[config.mk]
export PLATFORM = sky130hd
export DESIGN_NAME = deadlock_avoidance_safety_check_top
export DESIGN_NICKNAME = d
export VERILOG_FILES = /design/src/hdl/dasc_pkg.sv /design/src/hdl/dasc_lane.sv /design/src/hdl/dasc_merge.sv /design/src/hdl/deadlock_avoidance_safety_check_top.sv
export SDC_FILE = /design/constraint.sdc
export NUM_CORES = 2
export LEC_CHECK = 0
export BUFFER_PORTS_ARGS = -buffer_cell sky130_fd_sc_hd__buf_4
export CAP_MARGIN = 5
export CORE_MARGIN = 2
export CORE_UTILIZATION = 60
export CTS_BUF_LIST = sky130_fd_sc_hd__clkbuf_16
export CTS_CLUSTER_DIAMETER = 120
export DETAILED_ROUTE_END_ITERATION = 8
export PLACE_DENSITY_LB_ADDON = 0.15
export REMOVE_ABC_BUFFERS = 1
export SYNTH_ARGS = -nofsm -noshare
export SYNTH_HDL_FRONTEND = slang
export SYNTH_SLANG_ARGS = --single-unit
[constraint.sdc]
create_clock -name clock -period 7.1 [get_ports clock]
set_input_delay 0.355 -clock clock [delete_from_list [all_inputs] [get_ports clock]]
set_output_delay 0.355 -clock clock [all_outputs]
set_load 0.01 [all_outputs]
[src/hdl/dasc_pkg.sv]
// Shared types and constants for the deadlock-avoidance safety check block.
// No dependencies; every other file in hdl/ imports this package.
package dasc_pkg;

   localparam int unsigned COUNT_W  = 8;   // one resource count
   localparam int unsigned WORK_W   = 12;  // work vector element
   localparam int unsigned SEQ_W    = 3;   // process index in a result beat
   localparam int unsigned PCOUNT_W = 4;   // process count register
   localparam int unsigned LEN_W    = 4;   // sequence length, 0..MAX_SEQ
   localparam int unsigned MAX_SEQ  = 8;   // longest safe sequence reported
   localparam int unsigned FIELDS   = 4;   // amount and need fields on the port

   typedef logic [COUNT_W-1:0] count_type;
   typedef logic [WORK_W-1:0]  work_type;

   typedef enum logic [1:0] {
      OP_LOAD    = 2'd0,
      OP_FREE    = 2'd1,
      OP_CHECK   = 2'd2,
      OP_REQUEST = 2'd3
   } op_type;

   typedef enum logic [1:0] {
      ST_OK     = 2'd0,
      ST_LIMIT  = 2'd1,
      ST_UNSAFE = 2'd2,
      ST_LOADED = 2'd3
   } status_type;

   typedef enum logic [1:0] {
      S_IDLE = 2'd0,
      S_EXEC = 2'd1,
      S_SCAN = 2'd2,
      S_EMIT = 2'd3
   } state_type;

   // Commands broadcast from the sequencer to every process lane.
   typedef struct packed {
      logic load_row;
      logic grant;
      logic undo;
      logic scan_clear;
   } lane_cmd_type;

   // What one lane reports back about its own row.
   typedef struct packed {
      logic fits;
      logic over;
   } lane_stat_type;

endpackage

[src/hdl/dasc_lane.sv]
// One process lane: holds the allocation row, the need row and the finish mark
// of a single process, and tests them against the work vector. Uses dasc_pkg.
module dasc_lane
   import dasc_pkg::*;
#(
   parameter int unsigned RESOURCES = 4
) (
   input  logic                                  clock,
   input  logic                                  reset,
   input  lane_cmd_type                          cmd,
   input  logic                                  sel,
   input  logic                                  active,
   input  logic                                  picked,
   input  logic [RESOURCES-1:0][COUNT_W-1:0]     amount,
   input  logic [RESOURCES-1:0][COUNT_W-1:0]     need_load,
   input  logic [RESOURCES-1:0][WORK_W-1:0]      work,
   output lane_stat_type                         stat,
   output logic [RESOURCES-1:0][COUNT_W-1:0]     alloc_row
);

   logic [RESOURCES-1:0][COUNT_W-1:0] alloc_ff, alloc_in;
   logic [RESOURCES-1:0][COUNT_W-1:0] need_ff, need_in;
   logic                              finished_ff, finished_in;

   always_comb begin
      alloc_in    = alloc_ff;
      need_in     = need_ff;
      finished_in = finished_ff;
      if (cmd.scan_clear) begin
         finished_in = 1'b0;
      end
      if (picked) begin
         finished_in = 1'b1;
      end
      if (sel) begin
         for (int j = 0; j < RESOURCES; j++) begin
            if (cmd.load_row) begin
               alloc_in[j] = amount[j];
               need_in[j]  = need_load[j];
            end else if (cmd.grant) begin
               alloc_in[j] = alloc_ff[j] + amount[j];
               need_in[j]  = need_ff[j] - amount[j];
            end else if (cmd.undo) begin
               alloc_in[j] = alloc_ff[j] - amount[j];
               need_in[j]  = need_ff[j] + amount[j];
            end
         end
      end
   end

   // A request is over the limit when it exceeds the need or would carry the
   // allocation past the count width.
   always_comb begin
      logic              fit_all;
      logic              over_any;
      logic [COUNT_W:0]  sum;
      fit_all  = active & ~finished_ff;
      over_any = 1'b0;
      for (int j = 0; j < RESOURCES; j++) begin
         sum = {1'b0, amount[j]} + {1'b0, alloc_ff[j]};
         if ({{(WORK_W-COUNT_W){1'b0}}, need_ff[j]} > work[j]) begin
            fit_all = 1'b0;
         end
         if ((amount[j] > need_ff[j]) || sum[COUNT_W]) begin
            over_any = 1'b1;
         end
      end
      stat.fits = fit_all;
      stat.over = over_any;
   end

   assign alloc_row = alloc_ff;

   always_ff @(posedge clock) begin
      if (reset) begin
         alloc_ff    <= '0;
         need_ff     <= '0;
         finished_ff <= 1'b0;
      end else begin
         alloc_ff    <= alloc_in;
         need_ff     <= need_in;
         finished_ff <= finished_in;
      end
   end

endmodule

[src/hdl/dasc_merge.sv]
// Merging stage: picks the lowest lane whose need fits and adds that lane's
// allocation to the work vector. Uses dasc_pkg.
module dasc_merge
   import dasc_pkg::*;
#(
   parameter int unsigned PROCESSES = 8,
   parameter int unsigned RESOURCES = 4,
   parameter int unsigned PIDX_W    = 3
) (
   input  logic [PROCESSES-1:0]                           fits,
   input  logic [PROCESSES-1:0][RESOURCES-1:0][COUNT_W-1:0] allocs,
   input  logic [RESOURCES-1:0][WORK_W-1:0]                work,
   output logic                                           pick_valid,
   output logic [PROCESSES-1:0]                           pick_onehot,
   output logic [PIDX_W-1:0]                              pick_idx,
   output logic [RESOURCES-1:0][WORK_W-1:0]                work_next
);

   logic [PROCESSES-1:0]                 one_w;
   logic [RESOURCES-1:0][COUNT_W-1:0]    alloc_sel;

   assign one_w       = {{(PROCESSES-1){1'b0}}, 1'b1};
   // Two's complement trick isolates the lowest set bit.
   assign pick_onehot = fits & (~fits + one_w);
   assign pick_valid  = |fits;

   always_comb begin
      pick_idx  = '0;
      alloc_sel = '0;
      for (int i = 0; i < PROCESSES; i++) begin
         if (pick_onehot[i]) begin
            pick_idx  = pick_idx | PIDX_W'(i);
            alloc_sel = alloc_sel | allocs[i];
         end
      end
      for (int j = 0; j < RESOURCES; j++) begin
         work_next[j] = work[j] + {{(WORK_W-COUNT_W){1'b0}}, alloc_sel[j]};
      end
   end

endmodule

[src/hdl/deadlock_avoidance_safety_check_top.sv]
// Banker's-algorithm safety check: process lanes, merging stage and sequencer.
// Depends on dasc_pkg, dasc_lane and dasc_merge.
//
// One input beat is taken only while the block is idle. Load row and set free
// counts give one result beat. A safety check or a granted request takes one
// scan step per process found (at most the process count n), each step
// through the lanes and the merging stage, then gives n result beats, one per
// cycle while the output does not stall. A rejected or unsafe outcome gives a
// single beat instead of the sequence. The process count register takes
// effect as soon as it is written, also while an item is in progress.
module deadlock_avoidance_safety_check_top
   import dasc_pkg::*;
#(
   parameter int unsigned PROCESSES = 8,
   parameter int unsigned RESOURCES = 4
) (
   input  logic                 clock,
   input  logic                 reset,
   input  logic                 req_valid,
   output logic                 req_stall,
   input  logic [1:0]           req_operation,
   input  logic [2:0]           req_process,
   input  logic [7:0]           req_amount_0,
   input  logic [7:0]           req_amount_1,
   input  logic [7:0]           req_amount_2,
   input  logic [7:0]           req_amount_3,
   input  logic [7:0]           req_need_0,
   input  logic [7:0]           req_need_1,
   input  logic [7:0]           req_need_2,
   input  logic [7:0]           req_need_3,
   output logic                 rsp_valid,
   input  logic                 rsp_stall,
   output logic [1:0]           rsp_status,
   output logic [2:0]           rsp_sequence_process,
   output logic                 rsp_last,
   input  logic                 csr_write_enable,
   input  logic [3:0]           csr_write_data
);

   localparam int unsigned PIDX_W  = (PROCESSES > 1) ? $clog2(PROCESSES) : 1;
   localparam int unsigned LIMIT_N = (PROCESSES < MAX_SEQ) ? PROCESSES : MAX_SEQ;

   state_type state_ff, state_in;

   logic [PCOUNT_W-1:0] pcount_ff;
   logic [PCOUNT_W-1:0] n_cur;

   logic [1:0]                         op_ff;
   logic [2:0]                         proc_ff;
   logic [RESOURCES-1:0][COUNT_W-1:0]  amt_ff;
   logic [RESOURCES-1:0][COUNT_W-1:0]  need_ff;
   count_type                          amt_port [FIELDS];
   count_type                          need_port [FIELDS];

   logic [RESOURCES-1:0][COUNT_W-1:0]  free_ff, free_in;
   logic [RESOURCES-1:0][WORK_W-1:0]   work_ff, work_in;

   logic [LEN_W-1:0]       len_ff, len_in;
   logic [SEQ_W-1:0]       emit_ff, emit_in;
   logic                   single_ff, single_in;
   status_type             code_ff, code_in;
   logic                   granted_ff, granted_in;
   logic [SEQ_W-1:0]       seq_ff [MAX_SEQ];
   logic                   seq_we;

   logic                   rsp_valid_ff, rsp_valid_in;
   logic [1:0]             rsp_status_ff, rsp_status_in;
   logic [2:0]             rsp_proc_ff, rsp_proc_in;
   logic                   rsp_last_ff, rsp_last_in;
   logic                   out_load;

   lane_cmd_type           lane_cmd;
   lane_stat_type          lane_stat [PROCESSES];
   logic [PROCESSES-1:0]   lane_sel;
   logic [PROCESSES-1:0]   lane_active;
   logic [PROCESSES-1:0]   lane_fits;
   logic [PROCESSES-1:0]   lane_over;
   logic [PROCESSES-1:0]   lane_picked;
   logic [PROCESSES-1:0][RESOURCES-1:0][COUNT_W-1:0] lane_alloc;

   logic                   pick_valid;
   logic [PROCESSES-1:0]   pick_onehot;
   logic [PIDX_W-1:0]      pick_idx;
   logic [RESOURCES-1:0][WORK_W-1:0] work_next;

   logic                   accept;
   logic                   req_bad;
   logic                   emit_last;

   assign accept    = req_valid & ~req_stall;
   assign req_stall = (state_ff != S_IDLE) | reset;

   assign amt_port[0]  = req_amount_0;
   assign amt_port[1]  = req_amount_1;
   assign amt_port[2]  = req_amount_2;
   assign amt_port[3]  = req_amount_3;
   assign need_port[0] = req_need_0;
   assign need_port[1] = req_need_1;
   assign need_port[2] = req_need_2;
   assign need_port[3] = req_need_3;

   // Processes in use: zero counts as one, the top saturates at the smaller of PROCESSES and MAX_SEQ.
   always_comb begin
      if (pcount_ff == '0) begin
         n_cur = PCOUNT_W'(1);
      end else if (pcount_ff > PCOUNT_W'(LIMIT_N)) begin
         n_cur = PCOUNT_W'(LIMIT_N);
      end else begin
         n_cur = pcount_ff;
      end
   end

   for (genvar i = 0; i < PROCESSES; i++) begin : g_lane
      assign lane_sel[i]    = (int'(proc_ff) == i);
      assign lane_active[i] = (i < int'(n_cur));
      assign lane_picked[i] = pick_onehot[i] & (state_ff == S_SCAN);
      assign lane_fits[i]   = lane_stat[i].fits;
      assign lane_over[i]   = lane_stat[i].over;

      dasc_lane #(
         .RESOURCES (RESOURCES)
      ) u_lane (
         .clock     (clock),
         .reset     (reset),
         .cmd       (lane_cmd),
         .sel       (lane_sel[i]),
         .active    (lane_active[i]),
         .picked    (lane_picked[i]),
         .amount    (amt_ff),
         .need_load (need_ff),
         .work      (work_ff),
         .stat      (lane_stat[i]),
         .alloc_row (lane_alloc[i])
      );
   end

   dasc_merge #(
      .PROCESSES (PROCESSES),
      .RESOURCES (RESOURCES),
      .PIDX_W    (PIDX_W)
   ) u_merge (
      .fits        (lane_fits),
      .allocs      (lane_alloc),
      .work        (work_ff),
      .pick_valid  (pick_valid),
      .pick_onehot (pick_onehot),
      .pick_idx    (pick_idx),
      .work_next   (work_next)
   );

   // A request is rejected for a process not in use, for a row over its limit,
   // or for more than the free counts.
   always_comb begin
      req_bad = ({1'b0, proc_ff} >= n_cur) | (|(lane_over & lane_sel));
      for (int j = 0; j < RESOURCES; j++) begin
         if (amt_ff[j] > free_ff[j]) begin
            req_bad = 1'b1;
         end
      end
   end

   assign emit_last = single_ff | (({1'b0, emit_ff} + LEN_W'(1)) == len_ff);
   assign out_load  = (state_ff == S_EMIT) & (~rsp_valid_ff | ~rsp_stall);

   always_comb begin
      state_in   = state_ff;
      free_in    = free_ff;
      work_in    = work_ff;
      len_in     = len_ff;
      emit_in    = emit_ff;
      single_in  = single_ff;
      code_in    = code_ff;
      granted_in = granted_ff;
      lane_cmd   = '0;
      seq_we     = 1'b0;
      case (state_ff)
         S_IDLE: begin
            if (accept) begin
               state_in = S_EXEC;
            end
         end
         S_EXEC: begin
            case (op_type'(op_ff))
               OP_LOAD: begin
                  lane_cmd.load_row = 1'b1;
                  single_in = 1'b1;
                  code_in   = ST_LOADED;
                  state_in  = S_EMIT;
               end
               OP_FREE: begin
                  free_in   = amt_ff;
                  single_in = 1'b1;
                  code_in   = ST_LOADED;
                  state_in  = S_EMIT;
               end
               OP_CHECK: begin
                  for (int j = 0; j < RESOURCES; j++) begin
                     work_in[j] = {{(WORK_W-COUNT_W){1'b0}}, free_ff[j]};
                  end
                  lane_cmd.scan_clear = 1'b1;
                  len_in     = '0;
                  granted_in = 1'b0;
                  state_in   = S_SCAN;
               end
               OP_REQUEST: begin
                  if (req_bad) begin
                     single_in = 1'b1;
                     code_in   = ST_LIMIT;
                     state_in  = S_EMIT;
                  end else begin
                     // Grant tentatively; the scan starts from the reduced free counts.
                     for (int j = 0; j < RESOURCES; j++) begin
                        free_in[j] = free_ff[j] - amt_ff[j];
                        work_in[j] = {{(WORK_W-COUNT_W){1'b0}}, free_in[j]};
                     end
                     lane_cmd.grant      = 1'b1;
                     lane_cmd.scan_clear = 1'b1;
                     len_in     = '0;
                     granted_in = 1'b1;
                     state_in   = S_SCAN;
                  end
               end
               default: begin
                  state_in = S_IDLE;
               end
            endcase
         end
         S_SCAN: begin
            if (pick_valid) begin
               seq_we  = 1'b1;
               work_in = work_next;
               len_in  = len_ff + LEN_W'(1);
               if (len_in == n_cur) begin
                  single_in = 1'b0;
                  emit_in   = '0;
                  state_in  = S_EMIT;
               end
            end else begin
               single_in = 1'b1;
               code_in   = ST_UNSAFE;
               state_in  = S_EMIT;
               if (granted_ff) begin
                  lane_cmd.undo = 1'b1;
                  for (int j = 0; j < RESOURCES; j++) begin
                     free_in[j] = free_ff[j] + amt_ff[j];
                  end
               end
            end
         end
         S_EMIT: begin
            if (out_load) begin
               if (emit_last) begin
                  state_in = S_IDLE;
               end else begin
                  emit_in = emit_ff + SEQ_W'(1);
               end
            end
         end
         default: begin
            state_in = S_IDLE;
         end
      endcase
   end

   always_comb begin
      rsp_valid_in  = out_load | (rsp_valid_ff & rsp_stall);
      rsp_status_in = single_ff ? code_ff : ST_OK;
      rsp_proc_in   = single_ff ? '0 : seq_ff[emit_ff];
      rsp_last_in   = emit_last;
   end

   always_ff @(posedge clock) begin
      if (reset) begin
         state_ff     <= S_IDLE;
         pcount_ff    <= PCOUNT_W'(8);
         free_ff      <= '0;
         work_ff      <= '0;
         len_ff       <= '0;
         emit_ff      <= '0;
         single_ff    <= 1'b1;
         code_ff      <= ST_LOADED;
         granted_ff   <= 1'b0;
         rsp_valid_ff <= 1'b0;
      end else begin
         state_ff     <= state_in;
         if (csr_write_enable) begin
            pcount_ff <= csr_write_data;
         end
         free_ff      <= free_in;
         work_ff      <= work_in;
         len_ff       <= len_in;
         emit_ff      <= emit_in;
         single_ff    <= single_in;
         code_ff      <= code_in;
         granted_ff   <= granted_in;
         rsp_valid_ff <= rsp_valid_in;
      end
   end

   // Item and result payload registers.
   always_ff @(posedge clock) begin
      if (accept) begin
         op_ff   <= req_operation;
         proc_ff <= req_process;
         for (int j = 0; j < RESOURCES; j++) begin
            amt_ff[j]  <= amt_port[j];
            need_ff[j] <= need_port[j];
         end
      end
      if (seq_we) begin
         seq_ff[len_ff[SEQ_W-1:0]] <= SEQ_W'(pick_idx);
      end
      if (out_load) begin
         rsp_status_ff <= rsp_status_in;
         rsp_proc_ff   <= rsp_proc_in;
         rsp_last_ff   <= rsp_last_in;
      end
   end

   assign rsp_valid            = rsp_valid_ff;
   assign rsp_status           = rsp_status_ff;
   assign rsp_sequence_process = rsp_proc_ff;
   assign rsp_last             = rsp_last_ff;

endmodule

# == Yosys cells after proc, flatten, opt, wreduce, memory -nomap -nowiden ==
# Memories as Yosys holds them, arrays and structs flattened. A register that Yosys moved wholly into a read port is not among the register bits.
# Cells that the tools add are included.
# totals
output_inout_bits,8
latchBits,0
romBits,0
elab_cells,833
reg_bits,690
n_memories,1
in_bits,78
ram_bits,24
# mem_list
memory,words,word_bits,rd,rd_clocked_by_memory_dff,wr,line_no,text
seq_ff,8,3,1,1,1,deadlock_avoidance_safety_check_top.sv:63,logic [SEQ_W-1:0] seq_ff [MAX_SEQ];
# classes
shift,0
div_mod_pow,0
n_mux,336
magnitude_cmp,78
add_sub_neg,176
bitwise,45
reduce_logical,67
n_eq_ne,30
n_mul,0
# ops
cell,n
$mux W8,192
$add A8 B8 Y8,68
$sub A8 B8 Y8,68
$gt A8 B12 Y1,32
$mux W32,11
$add A8 B8 Y9,32
$gt A8 B8 Y1,36
$or A32 B32 Y32,7
$pmux W48 S2,2
$pmux W32 S2,2
$mux W48,2
$mux W1,94
$add A12 B8 Y12,4
$logic_or A1 B1 Y1,32
$mux W3,8
$reduce_bool A2 Y1,12
$mux W2,10
$and A1 B1 Y1,19
$and A8 B8 Y8,2
$lt A3 B4 Y1 const A,4
$mux W4,4
$ne A2 B2 Y1 const B,8
$pmux W4 S2,2
$reduce_and A2 Y1,8
35 further kinds,73

# == Longest topological paths before layout ==
# logic_depth
ltp_word,30
depth_mapped,30
mapped_depth_nobuf,26

# == Hierarchy ==
# Synthesis repeated with hierarchy kept, for this count alone.
# hier_totals
hier_cells,10431
area_unflattened_um2,82243.9
# modules_own_cells
mod,cells_each,area_each_um2,instances,seq_area_each_um2
dasc_lane (g_lane[3].u_lane ...),1089,8456.9,3,1301.2
dasc_lane (g_lane[0].u_lane ...),1100,8421.8,3,1301.2
deadlock_avoidance_safety_check_top,1208,11335.9,1,4934.7
dasc_lane (g_lane[5].u_lane),1103,8499.4,1,1301.2
dasc_lane (g_lane[2].u_lane),1098,8420.6,1,1301.2
dasc_merge,455,3352.0,1,0.0

# == Least setup slack after synthesis ==
# Ideal clock, no wire load.
# synth_timing
path_kind,reg-to-reg
start,register amt_ff[13] (netlist bit)
end,register g_lane[1].u_lane.alloc_ff (netlist bit g_lane[1].u_lane.alloc_row[15])
setup_time_ps,128
slack_ps,-424
path_stages_with_launch,28
path_buffers,5
arrival_ps,7396
required_time_ps,6972
synth_period_minus_slack_ps,7524
path_cell_list,edfxtp_1 inv_1 ha_1 clkbuf_1 o21ai_0 nor4b_1 a2111oi_0 o2111ai_1 or3_1 o31ai_1 clkbuf_1 nand3_1 clkbuf_1 clkbuf_1 clkbuf_1 o21ai_0 ha_1 a21o_1 a21oi_1 nor2b_1 o21a_1 o41a_1 xnor2_1 nand2_1 a211oi_1 o22ai_1 mux2i_1 o21ai_1
# synth_via
elab_chain_len,17
word_cells_on_any_way,66
# synth_rtl
item,line_no,text
start: declaration,deadlock_avoidance_safety_check_top.sv:50,logic [RESOURCES-1:0][COUNT_W-1:0] amt_ff;
start signal: indexed assignment,deadlock_avoidance_safety_check_top.sv:306,amt_ff[j] <= amt_port[j];
$add A8 B8 Y9 or $gt A8 B8 Y1 (tied branches),"dasc_lane.sv:60, dasc_lane.sv:64",
$logic_or A1 B1 Y1,dasc_lane.sv:64,if ((amount[j] > need_ff[j]) || sum[COUNT_W]) begin
$mux W1 (3 in a row),dasc_lane.sv:64,
$and A8 B8 Y8,deadlock_avoidance_safety_check_top.sv:154,"req_bad = ({1'b0, proc_ff} >= n_cur) | (|(lane_over & lane_sel));"
$reduce_or A8 Y1,deadlock_avoidance_safety_check_top.sv:154,
$or A1 B1 Y1,deadlock_avoidance_safety_check_top.sv:154,
$mux W1 (4 in a row),deadlock_avoidance_safety_check_top.sv:156,if (amt_ff[j] > free_ff[j]) begin
$mux W1,deadlock_avoidance_safety_check_top.sv:206,if (req_bad) begin
$mux W1,deadlock_avoidance_safety_check_top.sv:183,case (op_type'(op_ff))
$mux W2,deadlock_avoidance_safety_check_top.sv:176,case (state_ff)
$reduce_bool A3 Y1 (no line) or $mux W8 (tied branches),-,
$reduce_and A2 Y1 (no line) or $mux W8 (tied branches),-,
end signal: assignment,dasc_lane.sv:80,alloc_ff <= alloc_in;
end: declaration,dasc_lane.sv:21,"logic [RESOURCES-1:0][COUNT_W-1:0] alloc_ff, alloc_in;"
# Parallel ways exist; a longest one is shown, timed or not. The select of a mux whose other input is x is not followed.
# A chain may end at the register's enable or synchronous reset.

# == Final worst setup path ==
# layout_timing
start,register amt_ff[7] (netlist bit)
end,register g_lane[6].u_lane.alloc_ff (netlist bit g_lane[6].u_lane.alloc_row[23])
# layout_via
elab_chain_len,18
word_cells_on_any_way,71
# layout_rtl
item,line_no
$add A8 B8 Y9 or $gt A8 B8 Y1 (tied branches),"dasc_lane.sv:60, dasc_lane.sv:64"
$logic_or A1 B1 Y1,dasc_lane.sv:64
$mux W1 (4 in a row),dasc_lane.sv:64
$and A8 B8 Y8,deadlock_avoidance_safety_check_top.sv:154
$reduce_or A8 Y1,deadlock_avoidance_safety_check_top.sv:154
$or A1 B1 Y1,deadlock_avoidance_safety_check_top.sv:154
$mux W1 (*) (4 in a row),deadlock_avoidance_safety_check_top.sv:156
$mux W1 (*),deadlock_avoidance_safety_check_top.sv:206
$mux W1 (*),deadlock_avoidance_safety_check_top.sv:183
$mux W2 (*),deadlock_avoidance_safety_check_top.sv:176
$reduce_bool A3 Y1 (no line) or $mux W8 (tied branches),-
$reduce_and A2 Y1 (no line) or $mux W8 (tied branches),-
end signal: assignment,dasc_lane.sv:80
end: declaration,dasc_lane.sv:21
# Mark *: on every way between the ends. The rest lies on a longest branch, timed or not.

==> summary.md <==
| Metric | Value |
|---|---|
| Seq cells post-synth | 717 |
| Least-Margin Pin Slew | 1.45 ns |
| Crit end category | flop |
| Sequential fraction of the synthesis area | 20.9% |
| Leak | 35.9 nW |
| Crit path launch | amt_ff[7] |
| Total track usage | 50.7% |
| First-pass detailed-route iteration total | 9 |
| Leading area contributor after synthesis | ha_1 |
| Number of synthesis warnings | 0 |
| Slew Limit Fails | 0 |
| I/O pin count | 86 |
| H-tree depth | 3 |
| Clk pwr share | 23.3% |
| Die Ht | 354 um |
| IO Port Bufs | 85 |
| Remaining global-route overflow | 0 |
| Vias in the first global route | 74500 |
| Mapped Area | 73400 sq um |
| Top-count cell post-synth | ha_1 |
| Buffer levels on the longest clock path | 3 |
| Syn Inst Count | 9006 |
| CP Launch Type | flop |
| Layout area overhead | 12.1% |
| Post-DP HPWL | 238000 um |
| Final non-filler cell total | 10900 |
| Syn Area/Cell | 8.15 sq um |
| Worst Setup EP | g_lane[6].u_lane.alloc_row[23] |
| Worst setup margin | 0.0504 ns |
| Largest fanout on the critical path | 7 |
| Final Power | 21.4 mW |
| Sw Ratio | 49.0% |
| Setup TNS | 0 ns |
| Row Count | 128 |
| Ranking of synthesized cells by area | ha_1 22%, dfxtp_1 17%, nor2_1 5.3% |
| RSZ-0062 raised after global routing | true |
| Post-layout nets | 10700 |
| Die span in x | 354 um |
| Final WL | 329000 um |
| Mean routed wirelength per cell | 30.2 um |
| CTS Root Cell | clkbuf_16 |
| Period utilization | 99.3% |
| Status | finished, violations left |
| Number of max-cap violations | 0 |
| Initial Utilization | 60.4% |
| Flop pwr share | 23.0% |
| Clock skew | 0.0561 ns |
| Clk_lat worst skew | 0.79 ns |
| Drt first-iter violations | 11300 |
| Clk slew on worst S/H paths | 0.07 ns |
| Global-route wire length before repair | 480000 um |
| Pre-CTS setup slack | -0.856 ns |
| Post-synth top area share | 22.0% |
| Post-placement cell area | 78000 sq um |
| Placed cells | 10600 |
| Worst VDD drop | 0.712 mV |
| Combinational group share of total power | 53.7% |
| Routed Antenna Nets | 0 |
| Design area | 82300 sq um |
| Reg-to-reg endpoint | g_lane[6].u_lane.alloc_row[23] |
| PwrDens | 260 nW/um^2 |
| Number of CTS-inserted buffers | 92 |
| Sink Count | 717 |
| Via count | 79300 |
| FILL cells | 9998 |
| Hold WC Path Type | in -> reg |
| Reg2reg start | amt_ff[7] |
| Die area | 125000 sq um |
| Achievable Freq | 142 MHz |
| Most frequently used flop master after synthesis | dfxtp_1 |
| Core ar. | 122000 sq um |
| Initial antenna violation count | 33 |
| Share of post-route cells with drive strength above 1 | 8.90% |
| Internal power | 10.9 mW |
| Fraction of registers with async set/reset | 0% |
| R2R depth | 26 |
| Max transition margin | 3.14% |
| Synth cell count leaders | 1289 x ha_1, 1043 x nor2_1, 737 x a21oi_1 |
| Largest net degree at the start of global routing | 150 |
| Tmin final | 7.05 ns |
| GP Congestion | 1.12 |
| DRC viols | 13 |
| Crit path DAT | 7.70 ns |
| Post-synth EDFFs | 99 |
| Final hold violations | 0 |
| NetSw | 10.5 mW |
| Vias/cell | 7.27 |
| Worst Setup Path Type | reg -> reg |
| Post-synth cell types | 88 |
| Failing checks | DRC |
| TritonCTS clock tree | built |
| Worst reg-to-reg setup slack | 0.05 ns |
| WP data required | 7.75 ns |
| Final count of negative-setup-slack endpoints | 0 |
==> registers in the layout, indices dropped and copies added (netlist names), 2 cells and up <==
register / cells
g_lane.u_lane.alloc_row: 256
g_lane.u_lane.need_ff: 256
work_ff: 48
amt_ff: 32
free_ff: 32
need_ff: 32
seq_ff: 24
g_lane.u_lane.finished_ff: 8
len_ff: 4
pcount_ff: 4
emit_ff: 3
proc_ff: 3
rsp_sequence_process: 3
code_ff: 2
op_ff: 2
rsp_status: 2
state_ff: 2
==> layout make-up <==
cell class / instances / area, sq um / share of cell area [%]
timing repair buffer: 617 / 5360 / 6.51
inverter: 376 / 1420 / 1.72
clock inverter: 76 / 639 / 0.777
antenna: 24 / 60.1 / 0.0729
multi-input combinational: 7379 / 55000 / 66.9
clock buffer: 97 / 2430 / 2.95
sequential: 717 / 15300 / 18.6
tap: 1625 / 2030 / 2.47
==> power by group through the flow <==
stage | logic [mW] | registers, mW | clock network (mW)
floorplan | 5.95 | 4.95 | 0
global placement | 10.5 | 4.97 | 0
detailed placement | 10.7 | 4.98 | 0
CTS | 10.8 | 4.90 | 4.97
global route | 11.9 | 4.94 | 5.11
finish | 11.5 | 4.92 | 5.00
==> how the worst min path moves through the flow <==
stage                                  from  cells after the start  slack [ns]                            to
3_3_place_gp    g_lane[4].u_lane.need_ff[8]                      2        0.46   g_lane[4].u_lane.need_ff[8]
2_1_floorplan                         reset                      1        0.42                    emit_ff[1]
3_5_place_dp   g_lane[4].u_lane.need_ff[24]                      2        0.46  g_lane[4].u_lane.need_ff[24]
4_1_cts                     req_amount_0[0]                      2        0.28                     amt_ff[0]
6_report                    req_amount_0[0]                      2        0.29                     amt_ff[0]
5_1_grt                       req_need_2[4]                      2        0.31                   need_ff[20]
==> critical path, cell delays in order, from the launching register on <==
cell	delay [ns]
edfxtp_1	0.41
clkinvlp_4	0.23
ha_2	0.45
o22ai_1	0.25
a221o_1	0.43
nor4_1	0.29
nand4_1	0.39
a2111oi_4	0.35
o2bb2ai_1	0.14
or4_2	0.74
nor3_4	0.28
buf_4	0.29
nor2_1	0.08
xnor2_1	0.13
buf_4	0.15
buf_4	0.17
ha_1	0.34
a21oi_2	0.20
nor2b_1	0.07
o21a_1	0.20
o41ai_2	0.36
xor2_1	0.27
nand2_1	0.08
a211oi_1	0.23
o22ai_1	0.14
mux2i_1	0.18
o21ai_1	0.07
==> per-stage QoR <==
step           utilization, %  hold slack [ns]
5_1_grt                  67.7            0.305
3_3_place_gp             64.2            0.457
3_5_place_dp             64.2            0.463
2_1_floorplan               -            0.424
6_report                 67.7            0.289
4_1_cts                  67.5            0.276
==> cell usage in the layout, fill, tap and decap left out, types with 101 or more instances in the layout <==
cell,netlist,routed
nor3_1,391,386
a311oi_1,144,144
a31oi_1,199,198
o21ai_0,160,155
xor2_1,107,107
nor2b_1,102,101
dfxtp_1,618,618
nor2_1,1043,1037
a21o_1,234,230
o21bai_1,276,276
nor4_1,201,195
inv_1,374,388
ha_1,1289,1287
fa_1,108,108
buf_4,7,493
mux2i_1,125,125
xnor2_1,172,164
a21oi_1,737,728
a221oi_1,154,154
nand2_1,392,388
nand3_1,307,304
a211oi_1,377,372
nand4_1,104,104
==> routing by layer <==
layer | vias to the layer above | share of wire (%) | routed length [um] | global-route usage [%]
met5 | - | 0.021 | 69 | 0
met4 | 12 | 9.2 | 30400 | 39.3
met3 | 1630 | 14 | 45800 | 16.9
met2 | 5889 | 41 | 136000 | 74.8
met1 | 37300 | 35 | 117000 | 60.5
li1 | 34500 | - | - | -
==> cells by family (layout without fill, tap and decap cells) <==
family	after synthesis	in the layout	synth area share, %
buf+inv	910	1166	4.90
fa+ha+maj	1397	1397	24.9
compound gates	2868	2868	26.7
flops	717	717	20.9
xor+xnor	279	279	3.33
mux	147	147	2.13
other cells	0	24	0
simple gates	2688	2688	17.1
==> repair_timing <==
action / 4_1_cts / 5_1_grt
gates cloned: 0 / 0
hold buffers: 80 / 0
setup buffers: 3 / 12
hold endpoints to repair: 97 / 0
endpoints found under the setup margin: 82 / 32
resized for setup: 13 / 33
pin swaps: 2 / 7
Note: power is estimated with default switching activity, not from simulation.
